**src/rtl/core/ecp_pkg.sv**
```systemverilog
// Shared types and constants for the expression character parser and ALU.
// No dependencies; imported by every module of the block.
`default_nettype none

package ecp_pkg;

    localparam logic [7:0] CH_NUL   = 8'h00;
    localparam logic [7:0] CH_ZERO  = 8'h30;
    localparam logic [7:0] CH_NINE  = 8'h39;
    localparam logic [7:0] CH_MINUS = 8'h2D;
    localparam logic [7:0] CH_PLUS  = 8'h2B;
    localparam logic [7:0] CH_STAR  = 8'h2A;
    localparam logic [7:0] CH_SLASH = 8'h2F;
    localparam logic [7:0] CH_SPACE = 8'h20;

    localparam int unsigned QUEUE_DEPTH = 2;

    typedef enum logic [2:0] {
        ST_OK        = 3'd0,
        ST_EMPTY     = 3'd1,
        ST_NO_OP     = 3'd2,
        ST_NO_SECOND = 3'd3,
        ST_DIV_ZERO  = 3'd4,
        ST_BAD_OP    = 3'd5
    } t_status;

    typedef enum logic [1:0] {
        OP_ADD = 2'd0,
        OP_SUB = 2'd1,
        OP_MUL = 2'd2,
        OP_DIV = 2'd3
    } t_op;

    // Control part of one queued job; operands travel alongside
    typedef struct packed {
        t_status    status;
        t_op        op;
        logic [7:0] bad;
    } t_job_ctl;

endpackage

`default_nettype wire

```
**src/rtl/core/ecp_front.sv**
```systemverilog
// Front end: accepts characters one per cycle while i_take is high and parses the two operands and operator.
// Emits one job per terminator into the queue. Depends on ecp_pkg.
`default_nettype none

module ecp_front #(
    parameter int NUM_WIDTH = 32
) (
    input  wire logic                   i_clk,
    input  wire logic                   i_rst_n,
    input  wire logic                   i_take,
    input  wire logic [7:0]             i_ch,
    output logic                        o_push,
    output ecp_pkg::t_job_ctl           o_ctl,
    output logic [NUM_WIDTH-1:0]        o_a,
    output logic [NUM_WIDTH-1:0]        o_b
);
    import ecp_pkg::*;

    typedef enum logic [2:0] {
        PH_START,
        PH_NUM1,
        PH_SPACE1,
        PH_SPACE2,
        PH_NUM2,
        PH_IGNORE
    } t_phase;

    t_phase               r_phase;
    logic [NUM_WIDTH-1:0] r_mag1;
    logic [NUM_WIDTH-1:0] r_mag2;
    logic                 r_neg1;
    logic                 r_neg2;
    logic [7:0]           r_op_char;

    logic                 w_digit;
    logic [NUM_WIDTH-1:0] w_dval;
    logic [NUM_WIDTH-1:0] n_mag1;
    logic [NUM_WIDTH-1:0] n_mag2;

    always_comb begin
        w_digit = (i_ch >= CH_ZERO) && (i_ch <= CH_NINE);
        w_dval  = NUM_WIDTH'(i_ch - CH_ZERO);
        n_mag1  = (r_mag1 << 3) + (r_mag1 << 1) + w_dval;
        n_mag2  = (r_mag2 << 3) + (r_mag2 << 1) + w_dval;
    end

    // Job built from the current parse state, pushed on the terminator
    always_comb begin
        o_push     = i_take && (i_ch == CH_NUL);
        o_a        = r_neg1 ? (NUM_WIDTH'(0) - r_mag1) : r_mag1;
        o_b        = r_neg2 ? (NUM_WIDTH'(0) - r_mag2) : r_mag2;
        o_ctl.op   = OP_ADD;
        o_ctl.bad  = 8'h00;
        unique case (r_phase)
            PH_START:             o_ctl.status = ST_EMPTY;
            PH_NUM1, PH_SPACE1:   o_ctl.status = ST_NO_OP;
            PH_SPACE2:            o_ctl.status = ST_NO_SECOND;
            default: begin
                o_ctl.status = ST_OK;
                case (r_op_char)
                    CH_PLUS:  o_ctl.op = OP_ADD;
                    CH_MINUS: o_ctl.op = OP_SUB;
                    CH_STAR:  o_ctl.op = OP_MUL;
                    CH_SLASH: o_ctl.op = OP_DIV;
                    default: begin
                        o_ctl.status = ST_BAD_OP;
                        o_ctl.bad    = r_op_char;
                    end
                endcase
            end
        endcase
    end

    always_ff @(posedge i_clk) begin
        if (!i_rst_n) begin
            r_phase   <= PH_START;
            r_mag1    <= '0;
            r_mag2    <= '0;
            r_neg1    <= 1'b0;
            r_neg2    <= 1'b0;
            r_op_char <= 8'h00;
        end else if (i_take) begin
            if (i_ch == CH_NUL) begin
                r_phase   <= PH_START;
                r_mag1    <= '0;
                r_mag2    <= '0;
                r_neg1    <= 1'b0;
                r_neg2    <= 1'b0;
                r_op_char <= 8'h00;
            end else begin
                unique case (r_phase)
                    PH_START: begin
                        if (i_ch == CH_MINUS) begin
                            r_neg1  <= 1'b1;
                            r_phase <= PH_NUM1;
                        end else if (i_ch == CH_PLUS) begin
                            r_phase <= PH_NUM1;
                        end else if (w_digit) begin
                            r_mag1  <= n_mag1;
                            r_phase <= PH_NUM1;
                        end else if (i_ch == CH_SPACE) begin
                            r_phase <= PH_SPACE1;
                        end else begin
                            r_op_char <= i_ch;
                            r_phase   <= PH_SPACE2;
                        end
                    end
                    PH_NUM1: begin
                        if (w_digit) begin
                            r_mag1 <= n_mag1;
                        end else if (i_ch == CH_SPACE) begin
                            r_phase <= PH_SPACE1;
                        end else begin
                            r_op_char <= i_ch;
                            r_phase   <= PH_SPACE2;
                        end
                    end
                    PH_SPACE1: begin
                        if (i_ch != CH_SPACE) begin
                            r_op_char <= i_ch;
                            r_phase   <= PH_SPACE2;
                        end
                    end
                    PH_SPACE2: begin
                        if (i_ch == CH_MINUS) begin
                            r_neg2  <= 1'b1;
                            r_phase <= PH_NUM2;
                        end else if (i_ch == CH_PLUS) begin
                            r_phase <= PH_NUM2;
                        end else if (w_digit) begin
                            r_mag2  <= n_mag2;
                            r_phase <= PH_NUM2;
                        end else if (i_ch != CH_SPACE) begin
                            r_phase <= PH_IGNORE;
                        end
                    end
                    PH_NUM2: begin
                        if (w_digit) begin
                            r_mag2 <= n_mag2;
                        end else begin
                            r_phase <= PH_IGNORE;
                        end
                    end
                    default: begin
                    end
                endcase
            end
        end
    end

endmodule

`default_nettype wire

```
**src/rtl/core/ecp_queue.sv**
```systemverilog
// Two-entry job queue between the parser front end and the ALU back end.
// Depends on ecp_pkg for the queue depth.
`default_nettype none

module ecp_queue #(
    parameter int DATA_WIDTH = 8
) (
    input  wire logic                  i_clk,
    input  wire logic                  i_rst_n,
    input  wire logic                  i_push,
    input  wire logic [DATA_WIDTH-1:0] i_data,
    output logic                       o_full,
    input  wire logic                  i_pop,
    output logic                       o_valid,
    output logic [DATA_WIDTH-1:0]      o_data
);
    import ecp_pkg::*;

    localparam int PW = $clog2(QUEUE_DEPTH);
    localparam int CW = $clog2(QUEUE_DEPTH + 1);

    logic [DATA_WIDTH-1:0] r_mem [QUEUE_DEPTH];
    logic [PW-1:0]         r_wp;
    logic [PW-1:0]         r_rp;
    logic [CW-1:0]         r_count;

    assign o_full  = (r_count == CW'(QUEUE_DEPTH));
    assign o_valid = (r_count != '0);
    assign o_data  = r_mem[r_rp];

    always_ff @(posedge i_clk) begin
        if (i_push) begin
            r_mem[r_wp] <= i_data;
        end
    end

    always_ff @(posedge i_clk) begin
        if (!i_rst_n) begin
            r_wp    <= '0;
            r_rp    <= '0;
            r_count <= '0;
        end else begin
            if (i_push) begin
                r_wp <= PW'((r_wp + 1'b1) % QUEUE_DEPTH);
            end
            if (i_pop) begin
                r_rp <= PW'((r_rp + 1'b1) % QUEUE_DEPTH);
            end
            if (i_push && !i_pop) begin
                r_count <= r_count + 1'b1;
            end else if (i_pop && !i_push) begin
                r_count <= r_count - 1'b1;
            end
        end
    end

endmodule

`default_nettype wire

```
**src/rtl/core/ecp_back.sv**
```systemverilog
// Back end: executes queued jobs; add/sub directly, shift-add multiply and
// restoring divide one bit per cycle, into a registered result slot. Depends on ecp_pkg.
`default_nettype none

module ecp_back #(
    parameter int NUM_WIDTH = 32
) (
    input  wire logic                   i_clk,
    input  wire logic                   i_rst_n,
    input  wire logic                   i_job_valid,
    input  wire ecp_pkg::t_job_ctl      i_ctl,
    input  wire logic [NUM_WIDTH-1:0]   i_a,
    input  wire logic [NUM_WIDTH-1:0]   i_b,
    output logic                        o_pop,
    output logic                        o_valid,
    input  wire logic                   i_ready,
    output logic [2:0]                  o_status,
    output logic signed [31:0]          o_value,
    output logic [7:0]                  o_bad_operator
);
    import ecp_pkg::*;

    localparam int CW = $clog2(NUM_WIDTH + 1);
    localparam int EW = (NUM_WIDTH > 32) ? NUM_WIDTH : 32;

    typedef enum logic [1:0] {
        S_IDLE,
        S_MUL,
        S_DIV
    } t_state;

    t_state               r_state;
    logic [CW-1:0]        r_cnt;
    logic [NUM_WIDTH-1:0] r_x;
    logic [NUM_WIDTH-1:0] r_y;
    logic [NUM_WIDTH-1:0] r_acc;
    logic                 r_neg;
    logic                 r_ovalid;
    t_status              r_status;
    logic [31:0]          r_value;
    logic [7:0]           r_bad;

    logic                 w_out_free;
    logic                 w_iter;
    logic                 w_b_zero;
    logic [NUM_WIDTH-1:0] w_mag_a;
    logic [NUM_WIDTH-1:0] w_mag_b;
    logic [NUM_WIDTH-1:0] w_direct;
    logic [EW-1:0]        w_direct_ext;
    logic [NUM_WIDTH-1:0] w_mul_acc;
    logic [NUM_WIDTH:0]   w_div_t;
    logic                 w_div_ge;
    logic [NUM_WIDTH-1:0] w_div_rem;
    logic [NUM_WIDTH-1:0] w_final;
    logic [EW-1:0]        w_final_ext;
    logic                 w_done;
    logic                 w_load;

    always_comb begin
        w_out_free   = !r_ovalid || i_ready;
        w_b_zero     = (i_b == '0);
        w_iter       = (i_ctl.status == ST_OK) &&
                       ((i_ctl.op == OP_MUL) || ((i_ctl.op == OP_DIV) && !w_b_zero));
        w_mag_a      = i_a[NUM_WIDTH-1] ? (NUM_WIDTH'(0) - i_a) : i_a;
        w_mag_b      = i_b[NUM_WIDTH-1] ? (NUM_WIDTH'(0) - i_b) : i_b;
        w_direct     = (i_ctl.op == OP_SUB) ? (i_a - i_b) : (i_a + i_b);
        w_direct_ext = EW'(w_direct);

        w_mul_acc    = r_acc + (r_y[0] ? r_x : '0);
        w_div_t      = {r_acc, r_x[NUM_WIDTH-1]};
        w_div_ge     = (w_div_t >= {1'b0, r_y});
        w_div_rem    = w_div_ge ? NUM_WIDTH'(w_div_t - {1'b0, r_y})
                                : w_div_t[NUM_WIDTH-1:0];

        w_final      = (r_state == S_MUL) ? r_acc
                                          : (r_neg ? (NUM_WIDTH'(0) - r_x) : r_x);
        w_final_ext  = EW'(w_final);
        w_done       = (r_cnt == CW'(NUM_WIDTH));

        o_pop        = (r_state == S_IDLE) && i_job_valid && (w_iter || w_out_free);

        // result slot is loaded this cycle
        w_load       = ((r_state == S_IDLE) && i_job_valid && !w_iter && w_out_free) ||
                       (((r_state == S_MUL) || (r_state == S_DIV)) && w_done && w_out_free);
    end

    assign o_valid        = r_ovalid;
    assign o_status       = r_status;
    assign o_value        = r_value;
    assign o_bad_operator = r_bad;

    always_ff @(posedge i_clk) begin
        if (!i_rst_n) begin
            r_state  <= S_IDLE;
            r_ovalid <= 1'b0;
            r_cnt    <= '0;
        end else begin
            if (w_load) begin
                r_ovalid <= 1'b1;
            end else if (i_ready) begin
                r_ovalid <= 1'b0;
            end
            unique case (r_state)
                S_IDLE: begin
                    if (i_job_valid && w_iter) begin
                        r_cnt <= '0;
                        r_acc <= '0;
                        if (i_ctl.op == OP_MUL) begin
                            r_x     <= i_a;
                            r_y     <= i_b;
                            r_state <= S_MUL;
                        end else begin
                            r_x     <= w_mag_a;
                            r_y     <= w_mag_b;
                            r_neg   <= i_a[NUM_WIDTH-1] ^ i_b[NUM_WIDTH-1];
                            r_state <= S_DIV;
                        end
                    end else if (i_job_valid && w_out_free) begin
                        r_bad    <= i_ctl.bad;
                        r_value  <= 32'h0;
                        if (i_ctl.status != ST_OK) begin
                            r_status <= i_ctl.status;
                        end else if (i_ctl.op == OP_DIV) begin
                            r_status <= ST_DIV_ZERO;
                        end else begin
                            r_status <= ST_OK;
                            r_value  <= w_direct_ext[31:0];
                        end
                    end
                end
                S_MUL, S_DIV: begin
                    if (!w_done) begin
                        r_cnt <= r_cnt + 1'b1;
                        if (r_state == S_MUL) begin
                            r_acc <= w_mul_acc;
                            r_x   <= r_x << 1;
                            r_y   <= r_y >> 1;
                        end else begin
                            r_acc <= w_div_rem;
                            r_x   <= {r_x[NUM_WIDTH-2:0], w_div_ge};
                        end
                    end else if (w_out_free) begin
                        r_status <= ST_OK;
                        r_value  <= w_final_ext[31:0];
                        r_bad    <= 8'h00;
                        r_state  <= S_IDLE;
                    end
                end
                default: r_state <= S_IDLE;
            endcase
        end
    end

endmodule

`default_nettype wire

```
**src/rtl/core/expression_char_parser_alu.sv**
```systemverilog
// Top level of the character-serial expression evaluator: parser front end,
// two-entry job queue and ALU back end. Depends on ecp_pkg, ecp_front, ecp_queue, ecp_back.
//
//  channel | direction | handshake          | payload
//  --------+-----------+--------------------+------------------------------------------
//  char    | in        | i_valid / o_ready  | i_ch[7:0]
//  result  | out       | o_valid / i_ready  | o_status[2:0], o_value[31:0], o_bad_operator
//
// Characters are taken one per cycle. A terminator pushes one job into the queue; add,
// subtract and all error results go straight from the queue head into the result slot,
// multiply and divide pass through the bit-serial back end. The front keeps taking characters
// while the back works, stalling only when the queue holds two jobs.
// Synchronous active-low reset clears parser, queue, back end state and the result valid flag.
`default_nettype none

module expression_char_parser_alu #(
    parameter int NUM_WIDTH = 32
) (
    input  wire logic          i_clk,
    input  wire logic          i_rst_n,
    input  wire logic          i_valid,
    output logic               o_ready,
    input  wire logic [7:0]    i_ch,
    output logic               o_valid,
    input  wire logic          i_ready,
    output logic [2:0]         o_status,
    output logic signed [31:0] o_value,
    output logic [7:0]         o_bad_operator
);
    import ecp_pkg::*;

    localparam int CTL_W = $bits(t_job_ctl);
    localparam int JOB_W = CTL_W + 2 * NUM_WIDTH;

    logic                 w_take;
    logic                 w_push;
    t_job_ctl             w_push_ctl;
    logic [NUM_WIDTH-1:0] w_push_a;
    logic [NUM_WIDTH-1:0] w_push_b;
    logic                 w_q_full;
    logic                 w_q_valid;
    logic                 w_pop;
    logic [JOB_W-1:0]     w_q_data;
    t_job_ctl             w_head_ctl;
    logic [NUM_WIDTH-1:0] w_head_a;
    logic [NUM_WIDTH-1:0] w_head_b;

    assign o_ready    = !w_q_full;
    assign w_take     = i_valid && !w_q_full;
    assign w_head_ctl = t_job_ctl'(w_q_data[JOB_W-1 -: CTL_W]);
    assign w_head_a   = w_q_data[2*NUM_WIDTH-1 -: NUM_WIDTH];
    assign w_head_b   = w_q_data[NUM_WIDTH-1:0];

    ecp_front #(
        .NUM_WIDTH (NUM_WIDTH)
    ) u_front (
        .i_clk   (i_clk),
        .i_rst_n (i_rst_n),
        .i_take  (w_take),
        .i_ch    (i_ch),
        .o_push  (w_push),
        .o_ctl   (w_push_ctl),
        .o_a     (w_push_a),
        .o_b     (w_push_b)
    );

    ecp_queue #(
        .DATA_WIDTH (JOB_W)
    ) u_queue (
        .i_clk   (i_clk),
        .i_rst_n (i_rst_n),
        .i_push  (w_push),
        .i_data  ({w_push_ctl, w_push_a, w_push_b}),
        .o_full  (w_q_full),
        .i_pop   (w_pop),
        .o_valid (w_q_valid),
        .o_data  (w_q_data)
    );

    ecp_back #(
        .NUM_WIDTH (NUM_WIDTH)
    ) u_back (
        .i_clk          (i_clk),
        .i_rst_n        (i_rst_n),
        .i_job_valid    (w_q_valid),
        .i_ctl          (w_head_ctl),
        .i_a            (w_head_a),
        .i_b            (w_head_b),
        .o_pop          (w_pop),
        .o_valid        (o_valid),
        .i_ready        (i_ready),
        .o_status       (o_status),
        .o_value        (o_value),
        .o_bad_operator (o_bad_operator)
    );

    a_err_value_zero: assert property (@(posedge i_clk) disable iff (!i_rst_n)
        o_valid && (o_status != ST_OK) |-> (o_value == 32'sd0))
        else $error("non-zero value on error result");

    a_bad_only_on_bad_op: assert property (@(posedge i_clk) disable iff (!i_rst_n)
        o_valid && (o_status != ST_BAD_OP) |-> (o_bad_operator == 8'h00))
        else $error("operator character reported without bad-operator status");

    a_pop_needs_job: assert property (@(posedge i_clk) disable iff (!i_rst_n)
        w_pop |-> w_q_valid)
        else $error("back end popped an empty queue");

    a_full_holds_off: assert property (@(posedge i_clk) disable iff (!i_rst_n)
        w_q_full && !w_pop |=> w_q_full)
        else $error("queue lost a job while full");

endmodule

`default_nettype wire
```
**config.mk**
```make
export PLATFORM = sky130hd
export DESIGN_NAME = expression_char_parser_alu
export DESIGN_NICKNAME = d
export VERILOG_FILES = /design/src/rtl/core/ecp_pkg.sv /design/src/rtl/core/ecp_front.sv /design/src/rtl/core/ecp_queue.sv /design/src/rtl/core/ecp_back.sv /design/src/rtl/core/expression_char_parser_alu.sv
export SDC_FILE = /design/constraint.sdc
export NUM_CORES = 1
export LEC_CHECK = 0
export BUFFER_PORTS_ARGS = -buffer_cell sky130_fd_sc_hd__buf_2
export CAP_MARGIN = 10
export CORE_UTILIZATION = 55
export DETAILED_ROUTE_END_ITERATION = 7
export PLACE_DENSITY_LB_ADDON = 0.3
export SKIP_LAST_GASP = 1
export SLEW_MARGIN = 5
export SYNTH_ARGS = -nofsm -noshare
export SYNTH_HDL_FRONTEND = slang
export SYNTH_HIERARCHICAL = 1
export SYNTH_SLANG_ARGS = --single-unit
```
**constraint.sdc**
```tcl
create_clock -name i_clk -period 13.1 [get_ports i_clk]
set_input_delay 0.655 -clock i_clk [delete_from_list [all_inputs] [get_ports i_clk]]
set_output_delay 0.655 -clock i_clk [all_outputs]
set_load 0.05 [all_outputs]
```
# Word level (Yosys, flattened, before mapping)
# Memory sizes are Yosys's and may differ from the RTL's. A register that Yosys moved wholly into a read port is not among the register bits.
# Cells that the tools add are included.
# op_classes
add_sub_neg	19
magnitude_cmp	3
eq_ne	34
mux	98
n_bitwise	2
n_reduce_logical	59
# op_table
operator	n
32-bit 2-to-1 mux	33
32-bit one-hot mux with 2 select lines	6
32-bit adder	6
1-bit by 32-bit subtractor with 32-bit output (first input constant)	5
8-bit 2-to-1 mux	11
32-bit subtractor	2
8-bit by 6-bit == test with 1-bit output (second input constant)	7
3-bit 2-to-1 mux	18
33-bit by 32-bit greater-or-equal comparator with 1-bit output	1
32-bit zero test	1
8-bit one-hot mux with 3 select lines	1
8-bit one-hot mux with 2 select lines	1
4-bit AND reduction	4
1-bit logical AND	15
3-bit one-hot mux with 5 select lines	1
2-bit nonzero test	7
1-bit 2-to-1 mux	13
2-bit 2-to-1 mux	6
6-bit 2-to-1 mux	2
3-bit by 2-bit inequality test with 1-bit output (second input constant)	4
6-bit one-hot mux with 2 select lines	1
3-bit AND reduction	4
6-bit AND reduction	2
10-bit 2-to-1 mux	1
other kinds (36)	63
# word_totals
register_bits	230
ram_bits	154
inputBits	12
output_inout_bits	45
word_cells	235
mem_count	1
# memory_table
name	words	width	read_ports	rd_clocked_by_memory_dff	wr	line	rtl
u_queue.r_mem	2	77	1	1	1	ecp_queue.sv:22	logic [DATA_WIDTH-1:0] r_mem [QUEUE_DEPTH];

# Longest topological paths before layout
# logic_depth
word_depth	10
ltp_mapped	22
ltp_nobuf	19

# By module
# Netlist, hierarchy kept.
# by_module_without_submodules
module	instances	cells_per_inst	area_per_inst_um2	seq_area_each_um2
ecp_back	1	1708	14273.7	4384.2
ecp_front	1	1069	8872.3	1541.5
ecp_queue	1	262	5910.7	4724.5
expression_char_parser_alu	1	2	10.0	0.0

# Worst setup path before layout
# Ideal clock, no wire load.
# synth_timing
path_type	reg-to-reg
from	reg with a tool-made name
to	reg u_back.r_bad[0] (netlist: u_back/o_bad_operator[0]) (enable)
setup_time_ns	0.674
arrival_time_ns	9.413
required_time_ns	12.426
path_slack_ns	3.013
path_stages_with_launch	13
path_buffers	3
period_less_slack_ns	10.087
cell_sequence	dfxtp_1 buf_6 buf_2 mux2_2 inv_1 ha_1 or3b_2 and4b_1 clkbuf_1 nand4_1 o211ai_1 a21oi_1 a2111oi_0
# synth_rtl
item	line	rtl
to (signal assigned)	ecp_back.sv:119	r_bad <= i_ctl.bad;
to (decl)	ecp_back.sv:41	logic [7:0] r_bad;

==> key figures <==
Status
  – Status: finished clean

Die
  – Row cnt: slightly above 80
  – Initial core utilization: 0.562
  – Die Y: roughly 230 um
  – Core area: ~52000 sq um
  – Die W: roughly 230 um
  – Die ar.: between 50000 and 60000 sq um
  – IO Count: 57

Power and ir drop
  – Pwr Density: 153 nW/um^2
  – Combinational power share: 0.395
  – Seq pwr share: 0.336
  – Power share of the clock group: 0.269
  – Switching power of the nets: between 1.5 and 2 mW
  – P_int: 2.96 mW
  – Sw Ratio: 0.387
  – Total power draw: 4.82 mW
  – Worst vdd ir: approximately 0.11 mV
  – Pleak: 12.8 nW

Cells and area
  – Post-Layout Cell Count: approximately 3800
  – Core Util, Final: 0.608
  – Layout cells sized above 1: 0.0936
  – Post-route cell area: 31400 sq um
  – # nets final: 3290
  – Area Overhead vs Synth: 8.20%
  – Antenna diodes: 0
  – Commonest non-fill, non-tap cell in the layout: nand2_1
  – Most frequent cells in the layout: 304 x nand2_1, 294 x edfxtp_1, 199 x xnor2_1

Routing
  – 1st-pass router iterations: 6
  – DR vias/cell: between 6 and 7
  – Total Routed Length: around 78000 um
  – DRT antenna net count: 0
  – Wire per inst: about 21 um
  – DR vias: 23409
  – 1st-iter DRT viols: around 2200
  – Drt drc: 0

Timing
  – Fin. Hold Viols: 0
  – Setup TNS: 0 ns
  – Relative slew slack: 0.216
  – Final Cycle Share: 0.509
  – Unrepaired setup endpoints after global routing: no
  – Setup Skew: about 0.033 ns
  – Highest clock rate: ~0.15 GHz
  – Final setup fails: 0
  – Worst-margin pin slew: 1.17 ns
  – Final min period: between 6 and 7 ns
  – Final Slew Violations: 0

Clock network
  – Clock root buffer: clkbuf_16
  – Max clock buf depth: 3
  – Sink Count: between 300 and 400
  – Clk_lat worst skew: roughly 0.60 ns
  – Setup Buffers After CTS: 0
  – Cts hold-fix bufs: 0
  – CTS clock-pin slew for the worst setup and hold paths: approximately 0.060 ns
  – TritonCTS buffer count: 43
  – Post-CTS Resized: 0
  – CTS tree: built
  – CTS HTree Levels: 2

Hold path
  – Hold Path Stages: 4
  – Hold_sp: i_ready
  – Hold/Removal Path Class: input port to flop
  – WHS Endpoint: u_back/o_valid

Worst setup path
  – CP endpoint kind: flop
  – Critical Path AT: between 6 and 7 ns
  – Crit path max fanout: slightly below 60
  – Worst reg2reg path depth: 17
  – WS Path Type: flop to flop
  – Reg2reg setup slack: approximately 6.4 ns
  – CP required: ~13 ns
  – Setup crit start kind: flop
  – FF-to-FF End: u_back/o_value[31]

Placement
  – GPL Wtd Cong: a little over 1
  – Detail Placement HPWL: around 60000 um
  – Placed Area: 29900 sq um
  – Port bufs: 56
  – Placed cell count: ~3700

Yosys
  – Netlist cell types: slightly above 100
  – Cell Area, Synth: roughly 29000 sq um
  – Main synth FF type: edfxtp_1
  – Syn Inst Count: about 3000
  – Post-synth EDFFs: around 290
  – Flops & latches, synth: 385
  – Synth Net Count: 3287
  – Average instance area after synthesis: about 9.6 sq um
  – Async set-reset flop share out of synthesis: 0
  – Synth warn: 6
  – Sequential share of the synthesized area: 0.366

GRT
  – First-pass GRT wire length: roughly 120000 um
  – Total grt overflow: 0
  – GRT Overall Usage: 0.290
  – Vias in the first global route: approximately 23000
  – Largest net degree at the start of global routing: between 90 and 100
  – Antenna violations before repair: 0

Run
  – Max Cap Violations: 0
## sequential cells by signal, summed over array words and instances, names as in the netlist, named ones only
register / flops
u_queue/r_count: 2
u_back/r_y: 32
u_back/r_neg: 1
u_back/r_x: 32
u_queue/r_mem: 154
u_front/r_op_char: 8
u_back/o_valid: 1
u_front/r_mag1: 32
u_back/r_acc: 32
u_back/r_state: 2
u_front/r_neg1: 1
u_queue/r_rp: 1
u_back/r_cnt: 6
u_front/r_phase: 3
u_back/o_value: 32
u_front/r_mag2: 32
u_back/o_bad_operator: 8
u_back/o_status: 3
u_queue/r_wp: 1
u_front/r_neg2: 1
## layout make-up
class	count	area, sq um
fillers	4305	20300
multi-input cells	2434	17600
flip-flops and latches	385	10700
clock buffers	49	1130
well taps	680	851
repair buffers	82	475
clock inverters	30	409
inverters	98	368
## power groups by stage
| stage | Clock [mW] | Sequential [mW] | Combinational, mW |
|---|---|---|---|
| floorplan | 0 | 1.74 | 1.30 |
| global placement | 0 | 1.64 | 1.83 |
| detailed placement | 0 | 1.64 | 1.86 |
| CTS | 1.32 | 1.62 | 1.88 |
| global route | 1.36 | 1.63 | 2.07 |
| finish | 1.30 | 1.62 | 1.90 |
## cells in the mapped netlist, types with 54 or more instances
cell type	count	share of area
a21o_1	80	0.021
a21oi_1	179	0.031
and2_1	67	0.014
clkbuf_1	104	0.013
dfxtp_1	91	0.063
edfxtp_1	294	0.30
fa_1	61	0.042
ha_1	173	0.074
inv_1	96	0.012
nand2_1	304	0.039
nand3_1	66	0.011
nor2_1	194	0.025
nor2b_1	74	0.016
nor3_1	54	0.0093
o21ai_0	164	0.028
o21ai_1	57	0.0098
xnor2_1	199	0.060
xor2_1	111	0.033
## worst max path at each step
stage          start                  endpoint  slack, ns  cells past startpoint
6_report        flop        u_back/o_value[31]       6.43                     17
5_1_grt         flop        u_back/o_value[31]       5.94                     18
4_1_cts         flop        u_back/o_value[29]       6.45                     17
3_5_place_dp    flop        u_back/o_value[29]       6.50                     17
3_3_place_gp    flop        u_back/o_value[29]       6.59                     17
2_1_floorplan   flop  u_back/o_bad_operator[0]       3.01                     12
## layer usage
metal  vias up  wire length [um]  GRT usage
li1      11182                 -          -
met2       755             37700      0.498
met5         -                 0          0
met3       152              3380     0.0243
met4         0              3150      0.125
met1     11320             33800      0.374
## critical path, stage by stage (launching register included)
cell and delay, ns:
dfxtp_4 0.52, buf_4 0.73, mux2_2 0.46, or3_1 0.43, or3_1 0.38, or2_2 0.30
nor4_1 0.46, a21oi_1 0.17, xnor2_1 0.16, ha_1 0.39, nand4_1 0.21, nor4_1 0.48
o311ai_0 0.42, a31oi_1 0.59, a221o_1 0.25, a31oi_1 0.10, xnor2_1 0.17, o22ai_1 0.11
## stage by stage
step / hold slack (ns) / setup WS, ns
global placement: 0.457 / 6.59
global route: 0.416 / 5.94
finish: 0.409 / 6.43
floorplan: 0.438 / 3.01
detailed placement: 0.461 / 6.50
CTS: 0.385 / 6.45
## cells by family (layout without fill, tap and decap cells)
group                    Yosys count  after routing  share of synthesized area
AO/OA/AOI/OAI                    826            826                      0.186
XOR/XNOR                         310            310                     0.0934
adder cells (fa/ha/maj)          235            235                      0.117
buffers and inverters            222            259                     0.0312
flip-flops                       385            385                      0.366
multiplexers                     100            100                     0.0416
AND/OR/NAND/NOR                  963            963                      0.165
(Power assumes the default switching activity.)
